$ cat src/rtl/core/swe_pkg.sv
`default_nettype none
package swe_pkg;

   localparam int unsigned VISIBLE_LINES = 192;

   localparam logic [2:0] MODE_TICK  = 3'd0;
   localparam logic [2:0] MODE_SWAP  = 3'd1;
   localparam logic [2:0] MODE_SET   = 3'd2;
   localparam logic [2:0] MODE_RESET = 3'd3;
   localparam logic [2:0] MODE_ALLOC = 3'd4;

   localparam logic [1:0] KIND_XFER  = 2'd0;
   localparam logic [1:0] KIND_ACK   = 2'd1;
   localparam logic [1:0] KIND_GRANT = 2'd2;

   localparam logic [3:0] NO_CHANNEL = 4'd15;

   localparam logic CSR_NULL_SINK   = 1'b0;
   localparam logic CSR_DEFAULT_SRC = 1'b1;

   typedef struct packed {
      logic [2:0]  mode;
      logic [7:0]  current_line;
      logic [3:0]  channel_index;
      logic [31:0] dest_address;
      logic [31:0] table_address;
      logic        word_width;
      logic        defer_activation;
   } req_type;

   typedef struct packed {
      logic [1:0]  kind;
      logic [31:0] read_address;
      logic [31:0] write_address;
      logic        wide;
      logic [3:0]  granted_channel;
      logic        granted;
      logic        last;
   } rsp_type;

   typedef enum logic [2:0] {
      OP_TICK,
      OP_SWAP,
      OP_SET,
      OP_RESET,
      OP_ALLOC
   } op_type;

   typedef struct packed {
      op_type      op;
      logic [7:0]  next_line;
      logic        ch_ok;
      logic [3:0]  ch;
      logic [31:0] dest;
      logic [31:0] tbl;
      logic        wide;
      logic        defer;
   } cmd_type;

   typedef struct packed {
      logic full;
   } qin_ctl_type;

   typedef struct packed {
      logic not_empty;
   } qout_ctl_type;

endpackage
`default_nettype wire

$ cat src/rtl/core/scanline_register_write_engine.sv
// requests wait in the queue until the back end is idle; an edit or swap answer is
// registered when the back end takes it; a line tick streams CHANNELS transfers on
// consecutive cycles. The back end serves one request at a time: a line tick until its
// last transfer, an allocation until a grant or a miss (one channel tested per cycle)
// busy rises only when the two-entry request queue is full; results are never stalled
// synchronous reset: queue empty, all channels free at address 0 with 32-bit entries
`default_nettype none
module scanline_register_write_engine #(
   parameter int unsigned CHANNELS = 10
) (
   input  wire              clock,
   input  wire              reset,
   input  wire              start,
   output logic             busy,
   input  swe_pkg::req_type req_data,
   output logic             rsp_valid,
   output swe_pkg::rsp_type rsp_data,
   input  wire              csr_we,
   input  wire              csr_index,
   input  wire  [31:0]      csr_wdata
);
   import swe_pkg::*;

   logic [31:0]  null_sink_addr_ff;
   logic [31:0]  default_src_ff;
   logic         accept;
   logic         push;
   cmd_type      front_cmd;
   cmd_type      q_head;
   qin_ctl_type  qin_ctl;
   qout_ctl_type qout_ctl;
   logic         q_pop;

   assign accept = start && !busy;
   assign busy   = qin_ctl.full;

   always_ff @(posedge clock) begin
      if (reset) begin
         null_sink_addr_ff <= '0;
         default_src_ff    <= '0;
      end else if (csr_we) begin
         unique case (csr_index)
            CSR_NULL_SINK:   null_sink_addr_ff <= csr_wdata;
            CSR_DEFAULT_SRC: default_src_ff    <= csr_wdata;
         endcase
      end
   end

   swe_front #(
      .CHANNELS(CHANNELS)
   ) u_front (
      .accept(accept),
      .req   (req_data),
      .push  (push),
      .cmd   (front_cmd)
   );

   swe_queue u_queue (
      .clock  (clock),
      .reset  (reset),
      .wr_cmd (front_cmd),
      .push   (push),
      .pop    (q_pop),
      .in_ctl (qin_ctl),
      .out_ctl(qout_ctl),
      .head   (q_head)
   );

   swe_back #(
      .CHANNELS(CHANNELS)
   ) u_back (
      .clock      (clock),
      .reset      (reset),
      .null_sink  (null_sink_addr_ff),
      .default_src(default_src_ff),
      .q_valid    (qout_ctl.not_empty),
      .q_head     (q_head),
      .q_pop      (q_pop),
      .rsp_valid  (rsp_valid),
      .rsp_data   (rsp_data)
   );

endmodule
`default_nettype wire

$ cat src/rtl/core/swe_front.sv
`default_nettype none
module swe_front #(
   parameter int unsigned CHANNELS = 10
) (
   input  wire              accept,
   input  swe_pkg::req_type req,
   output logic             push,
   output swe_pkg::cmd_type cmd
);
   import swe_pkg::*;

   logic [8:0] line_sum;

   always_comb begin
      line_sum          = {1'b0, req.current_line} + 9'd1;
      cmd.next_line     = (line_sum >= 9'(VISIBLE_LINES)) ? 8'd0 : line_sum[7:0];
      cmd.ch_ok         = (req.channel_index < 4'(CHANNELS));
      cmd.ch            = req.channel_index;
      cmd.dest          = req.dest_address;
      cmd.tbl           = req.table_address;
      cmd.wide          = req.word_width;
      cmd.defer         = req.defer_activation;
      cmd.op            = OP_TICK;
      push              = accept;
      unique case (req.mode)
         MODE_TICK:  cmd.op = OP_TICK;
         MODE_SWAP:  cmd.op = OP_SWAP;
         MODE_SET:   cmd.op = OP_SET;
         MODE_RESET: cmd.op = OP_RESET;
         MODE_ALLOC: cmd.op = OP_ALLOC;
         default:    push   = 1'b0;
      endcase
   end

endmodule
`default_nettype wire

$ cat src/rtl/core/swe_queue.sv
`default_nettype none
module swe_queue (
   input  wire                   clock,
   input  wire                   reset,
   input  swe_pkg::cmd_type      wr_cmd,
   input  wire                   push,
   input  wire                   pop,
   output swe_pkg::qin_ctl_type  in_ctl,
   output swe_pkg::qout_ctl_type out_ctl,
   output swe_pkg::cmd_type      head
);
   import swe_pkg::*;

   cmd_type    entry_ff [2];
   logic       wr_ptr_ff;
   logic       wr_ptr_in;
   logic       rd_ptr_ff;
   logic       rd_ptr_in;
   logic [1:0] count_ff;
   logic [1:0] count_in;

   always_comb begin
      wr_ptr_in = push ? ~wr_ptr_ff : wr_ptr_ff;
      rd_ptr_in = pop ? ~rd_ptr_ff : rd_ptr_ff;
      count_in  = count_ff + 2'(push) - 2'(pop);
      head      = entry_ff[rd_ptr_ff];
      in_ctl.full       = (count_ff == 2'd2);
      out_ctl.not_empty = (count_ff != 2'd0);
   end

   always_ff @(posedge clock) begin
      if (reset) begin
         wr_ptr_ff <= 1'b0;
         rd_ptr_ff <= 1'b0;
         count_ff  <= 2'd0;
      end else begin
         wr_ptr_ff <= wr_ptr_in;
         rd_ptr_ff <= rd_ptr_in;
         count_ff  <= count_in;
      end
      if (push) begin
         entry_ff[wr_ptr_ff] <= wr_cmd;
      end
   end

endmodule
`default_nettype wire

$ cat src/rtl/core/swe_back.sv
`default_nettype none
module swe_back #(
   parameter int unsigned CHANNELS = 10
) (
   input  wire              clock,
   input  wire              reset,
   input  wire  [31:0]      null_sink,
   input  wire  [31:0]      default_src,
   input  wire              q_valid,
   input  swe_pkg::cmd_type q_head,
   output logic             q_pop,
   output logic             rsp_valid,
   output swe_pkg::rsp_type rsp_data
);
   import swe_pkg::*;

   localparam int unsigned CH_W = (CHANNELS > 1) ? $clog2(CHANNELS) : 1;
   localparam logic [CH_W-1:0] LAST_CH = CH_W'(CHANNELS - 1);

   typedef enum logic [1:0] {
      ST_IDLE,
      ST_TICK,
      ST_SCAN
   } state_type;

   state_type        state_ff;
   logic [CH_W-1:0]  cnt_ff;
   cmd_type          cmd_ff;
   logic             rsp_valid_ff;
   rsp_type          rsp_data_ff;
   logic [31:0]      active_table_ff  [CHANNELS];
   logic [31:0]      pending_table_ff [CHANNELS];
   logic [31:0]      active_target_ff [CHANNELS];
   logic [31:0]      pending_target_ff[CHANNELS];
   logic [CHANNELS-1:0] entry_wide_ff;

   logic [31:0]      line_offset;
   logic [31:0]      read_addr;
   logic             chan_free;
   logic [CH_W-1:0]  head_ch;

   function automatic rsp_type make_rsp(logic [1:0] kind, logic [31:0] rd, logic [31:0] wr,
                                        logic wide, logic [3:0] gch, logic gr, logic last);
      rsp_type r;
      r.kind            = kind;
      r.read_address    = rd;
      r.write_address   = wr;
      r.wide            = wide;
      r.granted_channel = gch;
      r.granted         = gr;
      r.last            = last;
      return r;
   endfunction

   always_comb begin
      q_pop       = (state_ff == ST_IDLE) && q_valid;
      head_ch     = q_head.ch[CH_W-1:0];
      line_offset = entry_wide_ff[cnt_ff] ? {22'd0, cmd_ff.next_line, 2'b00}
                                          : {23'd0, cmd_ff.next_line, 1'b0};
      read_addr   = active_table_ff[cnt_ff] + line_offset;
      chan_free   = (active_target_ff[cnt_ff] == null_sink) &&
                    (pending_target_ff[cnt_ff] == null_sink);
      rsp_valid   = rsp_valid_ff;
      rsp_data    = rsp_data_ff;
   end

   always_ff @(posedge clock) begin
      if (reset) begin
         state_ff      <= ST_IDLE;
         cnt_ff        <= '0;
         rsp_valid_ff  <= 1'b0;
         entry_wide_ff <= '1;
         for (int i = 0; i < CHANNELS; i++) begin
            active_table_ff[i]   <= '0;
            pending_table_ff[i]  <= '0;
            active_target_ff[i]  <= '0;
            pending_target_ff[i] <= '0;
         end
      end else begin
         rsp_valid_ff <= 1'b0;
         unique case (state_ff)
            ST_IDLE: begin
               if (q_valid) begin
                  cmd_ff <= q_head;
                  cnt_ff <= '0;
                  unique case (q_head.op)
                     OP_TICK: begin
                        state_ff <= ST_TICK;
                     end
                     OP_ALLOC: begin
                        state_ff <= ST_SCAN;
                     end
                     OP_SWAP: begin
                        for (int i = 0; i < CHANNELS; i++) begin
                           active_table_ff[i]  <= pending_table_ff[i];
                           active_target_ff[i] <= pending_target_ff[i];
                        end
                        rsp_valid_ff <= 1'b1;
                        rsp_data_ff  <= make_rsp(KIND_ACK, '0, '0, 1'b0, 4'd0, 1'b0, 1'b1);
                     end
                     OP_SET: begin
                        if (q_head.ch_ok) begin
                           pending_target_ff[head_ch] <= q_head.dest;
                           pending_table_ff[head_ch]  <= q_head.tbl;
                           entry_wide_ff[head_ch]     <= q_head.wide;
                           if (!q_head.defer) begin
                              active_target_ff[head_ch] <= q_head.dest;
                              active_table_ff[head_ch]  <= q_head.tbl;
                           end
                        end
                        rsp_valid_ff <= 1'b1;
                        rsp_data_ff  <= make_rsp(KIND_ACK, '0, '0, 1'b0, 4'd0, 1'b0, 1'b1);
                     end
                     OP_RESET: begin
                        if (q_head.ch_ok) begin
                           pending_target_ff[head_ch] <= null_sink;
                           pending_table_ff[head_ch]  <= default_src;
                           entry_wide_ff[head_ch]     <= 1'b1;
                           if (!q_head.defer) begin
                              active_target_ff[head_ch] <= null_sink;
                              active_table_ff[head_ch]  <= default_src;
                           end
                        end
                        rsp_valid_ff <= 1'b1;
                        rsp_data_ff  <= make_rsp(KIND_ACK, '0, '0, 1'b0, 4'd0, 1'b0, 1'b1);
                     end
                     default: begin
                        state_ff <= ST_IDLE;
                     end
                  endcase
               end
            end
            ST_TICK: begin
               rsp_valid_ff <= 1'b1;
               rsp_data_ff  <= make_rsp(KIND_XFER, read_addr, active_target_ff[cnt_ff],
                                        entry_wide_ff[cnt_ff], 4'd0, 1'b0, cnt_ff == LAST_CH);
               if (cnt_ff == LAST_CH) begin
                  state_ff <= ST_IDLE;
               end else begin
                  cnt_ff <= cnt_ff + 1'b1;
               end
            end
            ST_SCAN: begin
               if (chan_free) begin
                  pending_target_ff[cnt_ff] <= cmd_ff.dest;
                  pending_table_ff[cnt_ff]  <= cmd_ff.tbl;
                  entry_wide_ff[cnt_ff]     <= cmd_ff.wide;
                  if (!cmd_ff.defer) begin
                     active_target_ff[cnt_ff] <= cmd_ff.dest;
                     active_table_ff[cnt_ff]  <= cmd_ff.tbl;
                  end
                  rsp_valid_ff <= 1'b1;
                  rsp_data_ff  <= make_rsp(KIND_GRANT, '0, '0, 1'b0, 4'(cnt_ff), 1'b1, 1'b1);
                  state_ff     <= ST_IDLE;
               end else if (cnt_ff == LAST_CH) begin
                  rsp_valid_ff <= 1'b1;
                  rsp_data_ff  <= make_rsp(KIND_GRANT, '0, '0, 1'b0, NO_CHANNEL, 1'b0, 1'b1);
                  state_ff     <= ST_IDLE;
               end else begin
                  cnt_ff <= cnt_ff + 1'b1;
               end
            end
            default: begin
               state_ff <= ST_IDLE;
            end
         endcase
      end
   end

endmodule
`default_nettype wire

$ cat config.mk
export PLATFORM = sky130hd
export DESIGN_NAME = scanline_register_write_engine
export DESIGN_NICKNAME = d
export VERILOG_FILES = /design/src/rtl/core/swe_pkg.sv /design/src/rtl/core/scanline_register_write_engine.sv /design/src/rtl/core/swe_front.sv /design/src/rtl/core/swe_queue.sv /design/src/rtl/core/swe_back.sv
export SDC_FILE = /design/constraint.sdc
export NUM_CORES = 2
export LEC_CHECK = 0
export BUFFER_PORTS_ARGS = -buffer_cell sky130_fd_sc_hd__buf_2
export CORE_ASPECT_RATIO = 1.5
export CORE_UTILIZATION = 50
export DETAILED_ROUTE_END_ITERATION = 8
export MAX_ROUTING_LAYER = met4
export PLACE_DENSITY_LB_ADDON = 0.1
export SKIP_CTS_REPAIR_TIMING = 1
export SYNTH_ARGS = -nofsm -noshare
export SYNTH_HDL_FRONTEND = slang
export SYNTH_SLANG_ARGS = --single-unit
$ cat constraint.sdc
create_clock -name clock -period 10.5 [get_ports clock]
set_clock_uncertainty 0.1 [all_clocks]
set_input_delay 1.575 -clock clock [delete_from_list [all_inputs] [get_ports clock]]
set_output_delay 1.575 -clock clock [all_outputs]
set_load 0.01 [all_outputs]
# Word level (Yosys, flattened, before mapping)
# Memories as Yosys holds them, arrays and structs flattened. A register that Yosys moved wholly into a read port is not among the register bits.
# Index checks and enable logic that the tools add are counted.
totals:
  mem_bits_rw: 1444
  n_memories: 5
  input_bits: 118
  regBits: 232
  out_inout_bits: 75
  word_cells: 252
memory_table:
  columns: ["name", "depth", "width", "rd", "rd_clocked_by_memory_dff", "write_ports", "line_no", "rtl"]
  rows:
  - ["u_back.active_table_ff", 10, 32, 1, 1, 10, "swe_back.sv:31", "logic [31:0] active_table_ff [CHANNELS];"]
  - ["u_back.active_target_ff", 10, 32, 1, 1, 10, "swe_back.sv:33", "logic [31:0] active_target_ff [CHANNELS];"]
  - ["u_back.pending_table_ff", 10, 32, 10, 0, 10, "swe_back.sv:32", "logic [31:0] pending_table_ff [CHANNELS];"]
  - ["u_back.pending_target_ff", 10, 32, 11, 1, 10, "swe_back.sv:34", "logic [31:0] pending_target_ff[CHANNELS];"]
  - ["u_queue.entry_ff", 2, 82, 1, 1, 1, "swe_queue.sv:14", "cmd_type entry_ff [2];"]
classes:
  order_cmp: 6
  n_addsub: 5
  n_reduce_logical: 29
  mux: 134
  n_bitwise: 29
  eq_ne: 23
ops:
  columns: ["operator", "count"]
  rows:
  - ["2-to-1 mux 32 bit", 32]
  - ["2-to-1 mux 73 bit", 4]
  - ["OR reduction 32 bit", 8]
  - ["case mux 73 bit (3 select lines)", 1]
  - ["2-to-1 mux 4 bit", 17]
  - ["== test 32 bit", 2]
  - ["2-to-1 mux 1 bit", 59]
  - ["2-to-1 mux 10 bit", 5]
  - ["case mux 10 bit (2 select lines)", 2]
  - ["adder 32 bit", 1]
  - ["bitwise OR 1 bit", 24]
  - ["bitwise mux 10 bit", 2]
  - ["== test 3 x 2 -> 1 bit (second input constant)", 4]
  - ["case mux 2 bit (3 select lines)", 2]
  - ["case mux 3 bit (4 select lines)", 1]
  - ["case mux 4 bit (3 select lines)", 1]
  - ["< comparator 4 x 5 -> 1 bit (second input constant)", 2]
  - ["bitwise OR 10 bit", 1]
  - ["adder 8 x 1 -> 9 bit (second input constant)", 1]
  - [">= comparator 9 x 8 -> 1 bit (second input constant)", 1]
  - ["demux 1 bit (select 4 bit)", 2]
  - [">= comparator 4 x 1 -> 1 bit (second input constant)", 2]
  - ["2-to-1 mux 8 bit", 1]
  - ["== test 3 x 1 -> 1 bit (second input constant)", 2]
  - ["other kinds (29)", 49]

# Logic depth before layout (Yosys ltp)
depth:
  word_depth: 11
  depth_mapped: 28
  depth_no_buf: 17

# Cells and area by module
# From an unflattened synthesis, not the netlist that was laid out.
unflattened:
  hier_cells: 9831
  hier_area_um2: 114568.6
modules_own_cells:
  columns: ["mod", "area_per_inst_um2", "cells_per_inst", "seq_area_each_um2", "instances"]
  rows:
  - ["swe_back", 104485.2, 9195, 60568.1, 1]
  - ["swe_queue", 6538.8, 276, 5024.8, 1]
  - ["scanline_register_write_engine", 2701.3, 246, 1281.2, 1]
  - ["swe_front", 843.3, 114, 0.0, 1]

# Worst setup path before layout
# OpenSTA, ideal clock, no wires.
synth_path:
  path_type: "input to register"
  startpoint: "input port reset"
  endpoint: "memory u_back.pending_table_ff[9][0], enable pin"
  setup_time_ns: 0.589
  t_arrival_ns: 10.370
  required_time_ns: 9.811
  path_stages: 7
  slack_ns: -0.559
  n_path_buf: 2
  path_cell_list: "nor2_1 -> nand2b_1 -> clkbuf_1 -> clkbuf_1 -> nor2b_1 -> mux2i_1 -> a221oi_1"
synth_lines:
  columns: ["element", "line_no", "rtl"]
  rows:
  - ["start, declared", "scanline_register_write_engine.sv:12", "input wire reset,"]
  - ["end, declared", "swe_back.sv:32", null]

==> flow_metrics.py <==
metrics = {
    "pwr": {
        "p_sw_uw": 6700,
        "p_clk_frac": 0.360,
        "combPwrFrac": 0.155,
        "seqPwrFrac": 0.485,
        "switching_share": 0.290,
        "peakVddDrop_uv": 208,
        "powerDensity_nw_per_um2": 187,
        "p_leak_uw": 0.0416,
        "p_int_uw": 16400,
    },
    "worst_setup_path": {
        "cp.arrival_ns": 8.80,
        "end_kind": "flip-flop",
        "ff2ff_path_depth": 11,
        "cp.required_ns": 10.90,
        "r2r_slack_ns": 2.10,
        "worstPathMaxFanout": 42,
        "path_class": "flip-flop to flip-flop",
        "crit_path_start_kind": "flip-flop",
        "rr_endpoint": "u_back.active_table_ff[7][23]$_DFFE_PP_",
    },
    "logic_synthesis": {
        "syn_inst": 8554,
        "yosysSeqAreaShare": 0.594,
        "yosysWarnings": 0,
        "muxShareOfSynthArea": 0.171,
        "syn_area_um2": 113000,
        "synth_compound_area_frac": 0.0965,
        "synth_top_family_by_area": "multiplexers",
        "synth_fa_ha_area_frac": 0.00251,
        "synth.avg_cell_area_um2": 13.2,
        "async_reset_ff_frac": 0,
        "synth-edff-count": 2167,
        "synth_seq_cells": 2257,
        "synthDistinctLibCells": 71,
        "synth-simple-area-share": 0.0836,
        "ys.flop_type": "edfxtp_1",
        "postSynthNetCount": 8694,
        "synthXorXnorAreaFrac": 0.00965,
    },
    "sta": {
        "setup_viol": 0,
        "hold_violations": 0,
        "finalMaxSlewViolations": 0,
        "finalCritPeriodShare": 0.800,
        "worstMarginPinSlew_ns": 1.43,
        "fin_crit_ns": 8.40,
        "setup_tns_ns": 0,
        "fmax_mhz": 119,
        "slew_headroom": 0.0466,
        "rsz0062_at_grt": "no",
    },
    "clocking": {
        "clockBufferDepth": 4,
        "numClockSinks": 2257,
        "cts_tree": "done",
        "htree_levels": 4,
        "cts_buffers": 225,
        "path_clk_slew_ns": 0.07,
        "clkLatencyLatePin_ns": 0.93,
        "clockRootBuffer": "clkbuf_16",
    },
    "cells_and_area": {
        "drive_gt1_frac": 0.155,
        "final_area_um2": 124000,
        "area_growth_syn_to_layout_pct": 9.93,
        "fin_util": 0.552,
        "layout.nets": 8476,
        "final_cell_count_no_fill": 11565,
    },
    "run": {
        "cap_violations": 0,
    },
    "die": {
        "floorplan.initialDensity": 0.502,
        "num_io_pins": 193,
        "die_h_um": 583,
        "rows": 213,
        "die_w_um": 389,
        "die_area_um2": 227000,
        "fp.coreArea_um2": 224000,
    },
    "worst_hold_path": {
        "hold_path_class": "flip-flop to flip-flop",
        "min_path_cells": 2,
        "hold_end": "default_src_ff[0]$_SDFFE_PP0P_",
        "hold_path.startpoint": "default_src_ff[0]$_SDFFE_PP0P_",
    },
    "placement": {
        "dpl.hpwl_um": 263000,
        "io_buffers": 192,
        "gp_congestion": 0.978,
        "dp.cells": 11118,
        "postPlaceCellArea_um2": 116000,
    },
    "grt": {
        "grt.total_usage": 0.413,
        "grt_max_degree": 258,
        "grt_pass1_wl_um": 627000,
        "grt_pass1_vias": 78782,
        "grt_overflow_total": 0,
        "antenna_found_initial": 25,
    },
    "route": {
        "wl_per_cell_um": 40.0,
        "antenna_left": 0,
        "wirelength_um": 463000,
        "drcViolationCount": 2,
        "vias_per_cell": 7.17,
        "firstDrtPassIters": 9,
        "drtIter0Drc": 13411,
        "vias": 82919,
    },
    "status": {
        "outcome": "finished, violations left",
        "violations": "design-rule violations",
    },
}
==> power groups by stage <==
| stage | Sequential [uW] | Combinational (uW) | Clock [uW] |
|---|---|---|---|
| final | 11200 | 3590 | 8310 |
| after global routing | 11200 | 3700 | 8620 |
| after CTS | 11200 | 3510 | 8320 |
| after detailed placement | 11400 | 3510 | 0 |
| after global placement | 11400 | 3450 | 0 |
| after floorplan | 11100 | 2240 | 0 |
==> logic make-up (layout without fill, tap and decap cells) <==
kind of cell    Yosys count  in the layout
compound gates         1731           1731
xor+xnor                124            124
fa+ha+maj                22             22
buf+inv                1043           1007
flops                  2257           2257
mux                    1419           1419
other cells               0             37
simple gates           1958           1958
==> flip-flops by register name, summed over array words and instances (netlist names), 2 cells and up, named ones only <==
register,flops
u_back.active_table_ff,512
u_back.active_target_ff,512
u_back.pending_target_ff,512
u_back.pending_table_ff,320
u_queue.entry_ff,164
u_back.cmd_ff,74
u_back.rsp_data,73
default_src_ff,32
null_sink_addr_ff,32
u_back.entry_wide_ff,10
u_back.cnt_ff,4
u_back.state_ff,2
u_queue.count_ff,2
==> worst max-delay path, cell delays in order (launching register included) <==
cell and delay [ns]:
dfxtp_4 0.56, inv_6 0.49, buf_4 0.78, mux4_2 0.61
xor2_1 0.27, nor4_1 1.05, nand4_1 0.72, nor4_2 0.69
buf_12 0.43, a2111oi_0 0.26, a31oi_4 0.74, buf_4 1.01
==> placed cells by master, fill, tap and decap left out, drive strengths merged, types with 90 or more instances in the layout <==
master,Yosys,routed
dfxtp,90,90
clkbuf,680,285
a21oi,838,838
mux4,390,390
buf,205,440
inv,156,162
mux2i,929,929
edfxtp,2167,2167
nand2,287,287
nor2,837,837
and3,665,665
mux2,100,100
a22oi,660,660
==> routing by layer <==
layer | GRT usage | wire (um)
met2 | 0.643 | 216000
met1 | 0.469 | 151000
met5 | - | 0
met3 | 0.0821 | 51600
met4 | 0.321 | 44300
==> worst max path at each step <==
| stage | startpoint | end | slack (ns) | depth (start not counted) |
|---|---|---|---|---|
| after floorplan | reset | u_back.pending_table_ff[1][0]$_SDFFCE_PN0P_ | -0.20 | 7 |
| after global placement | flip-flop | u_back.active_target_ff[7][24]$_DFFE_PP_ | 2.27 | 11 |
| after detailed placement | flip-flop | u_back.active_target_ff[7][25]$_DFFE_PP_ | 2.24 | 11 |
| after CTS | flip-flop | u_back.active_target_ff[7][19]$_DFFE_PP_ | 2.20 | 11 |
| after global routing | flip-flop | u_back.active_target_ff[7][24]$_DFFE_PP_ | 2.16 | 11 |
| final | flip-flop | u_back.active_table_ff[7][23]$_DFFE_PP_ | 2.10 | 11 |
==> per-stage QoR <==
step | hold slack (ns) | setup WS, ns | power (uW)
finish | 0.374 | 2.10 | 23100
global route | 0.393 | 2.16 | 23600
CTS | 0.373 | 2.20 | 23000
detailed placement | 0.364 | 2.24 | 14900
global placement | 0.355 | 2.27 | 14800
floorplan | 0.350 | -0.197 | 13300
==> Yosys cell counts, types with 10 or more instances <==
library cell / n / share of area
buf_4: 20 / 0.0013
inv_1: 155 / 0.0052
mux2_2: 57 / 0.0057
xor2_1: 65 / 0.0051
dfxtp_1: 90 / 0.016
buf_2: 54 / 0.0024
mux4_2: 390 / 0.078
clkbuf_1: 679 / 0.023
a31oi_1: 18 / 0.0010
nor2_1: 837 / 0.028
a2111oi_0: 12 / 0.00093
mux2i_1: 929 / 0.083
nor2b_1: 28 / 0.0016
buf_1: 31 / 0.0010
nor3_1: 23 / 0.0010
nor4_1: 12 / 0.00067
a21oi_1: 838 / 0.037
a22oi_1: 660 / 0.044
a311oi_1: 10 / 0.00078
and3_1: 665 / 0.037
and2_1: 16 / 0.00089
o21ai_0: 32 / 0.0014
nand3_1: 30 / 0.0013
mux2_1: 43 / 0.0043
a211oi_1: 84 / 0.0056
buf_6: 90 / 0.0090
nand2_1: 287 / 0.0096
edfxtp_1: 2167 / 0.58
ha_1: 21 / 0.0023
nand2b_1: 15 / 0.00083
nand4_1: 12 / 0.00067
xnor2_1: 59 / 0.0046
==> final cells by class <==
class | count | area, um2
diodes | 37 | 92.6
clock buffers | 285 | 6110
clock inverters | 124 | 1200
fillers | 18349 | 100000
inverters | 158 | 601
multi-input cells | 5254 | 41800
flip-flops and latches | 2257 | 66900
well taps | 3010 | 3770
repair buffers | 440 | 3300
Power figures use the tool's default switching activity.
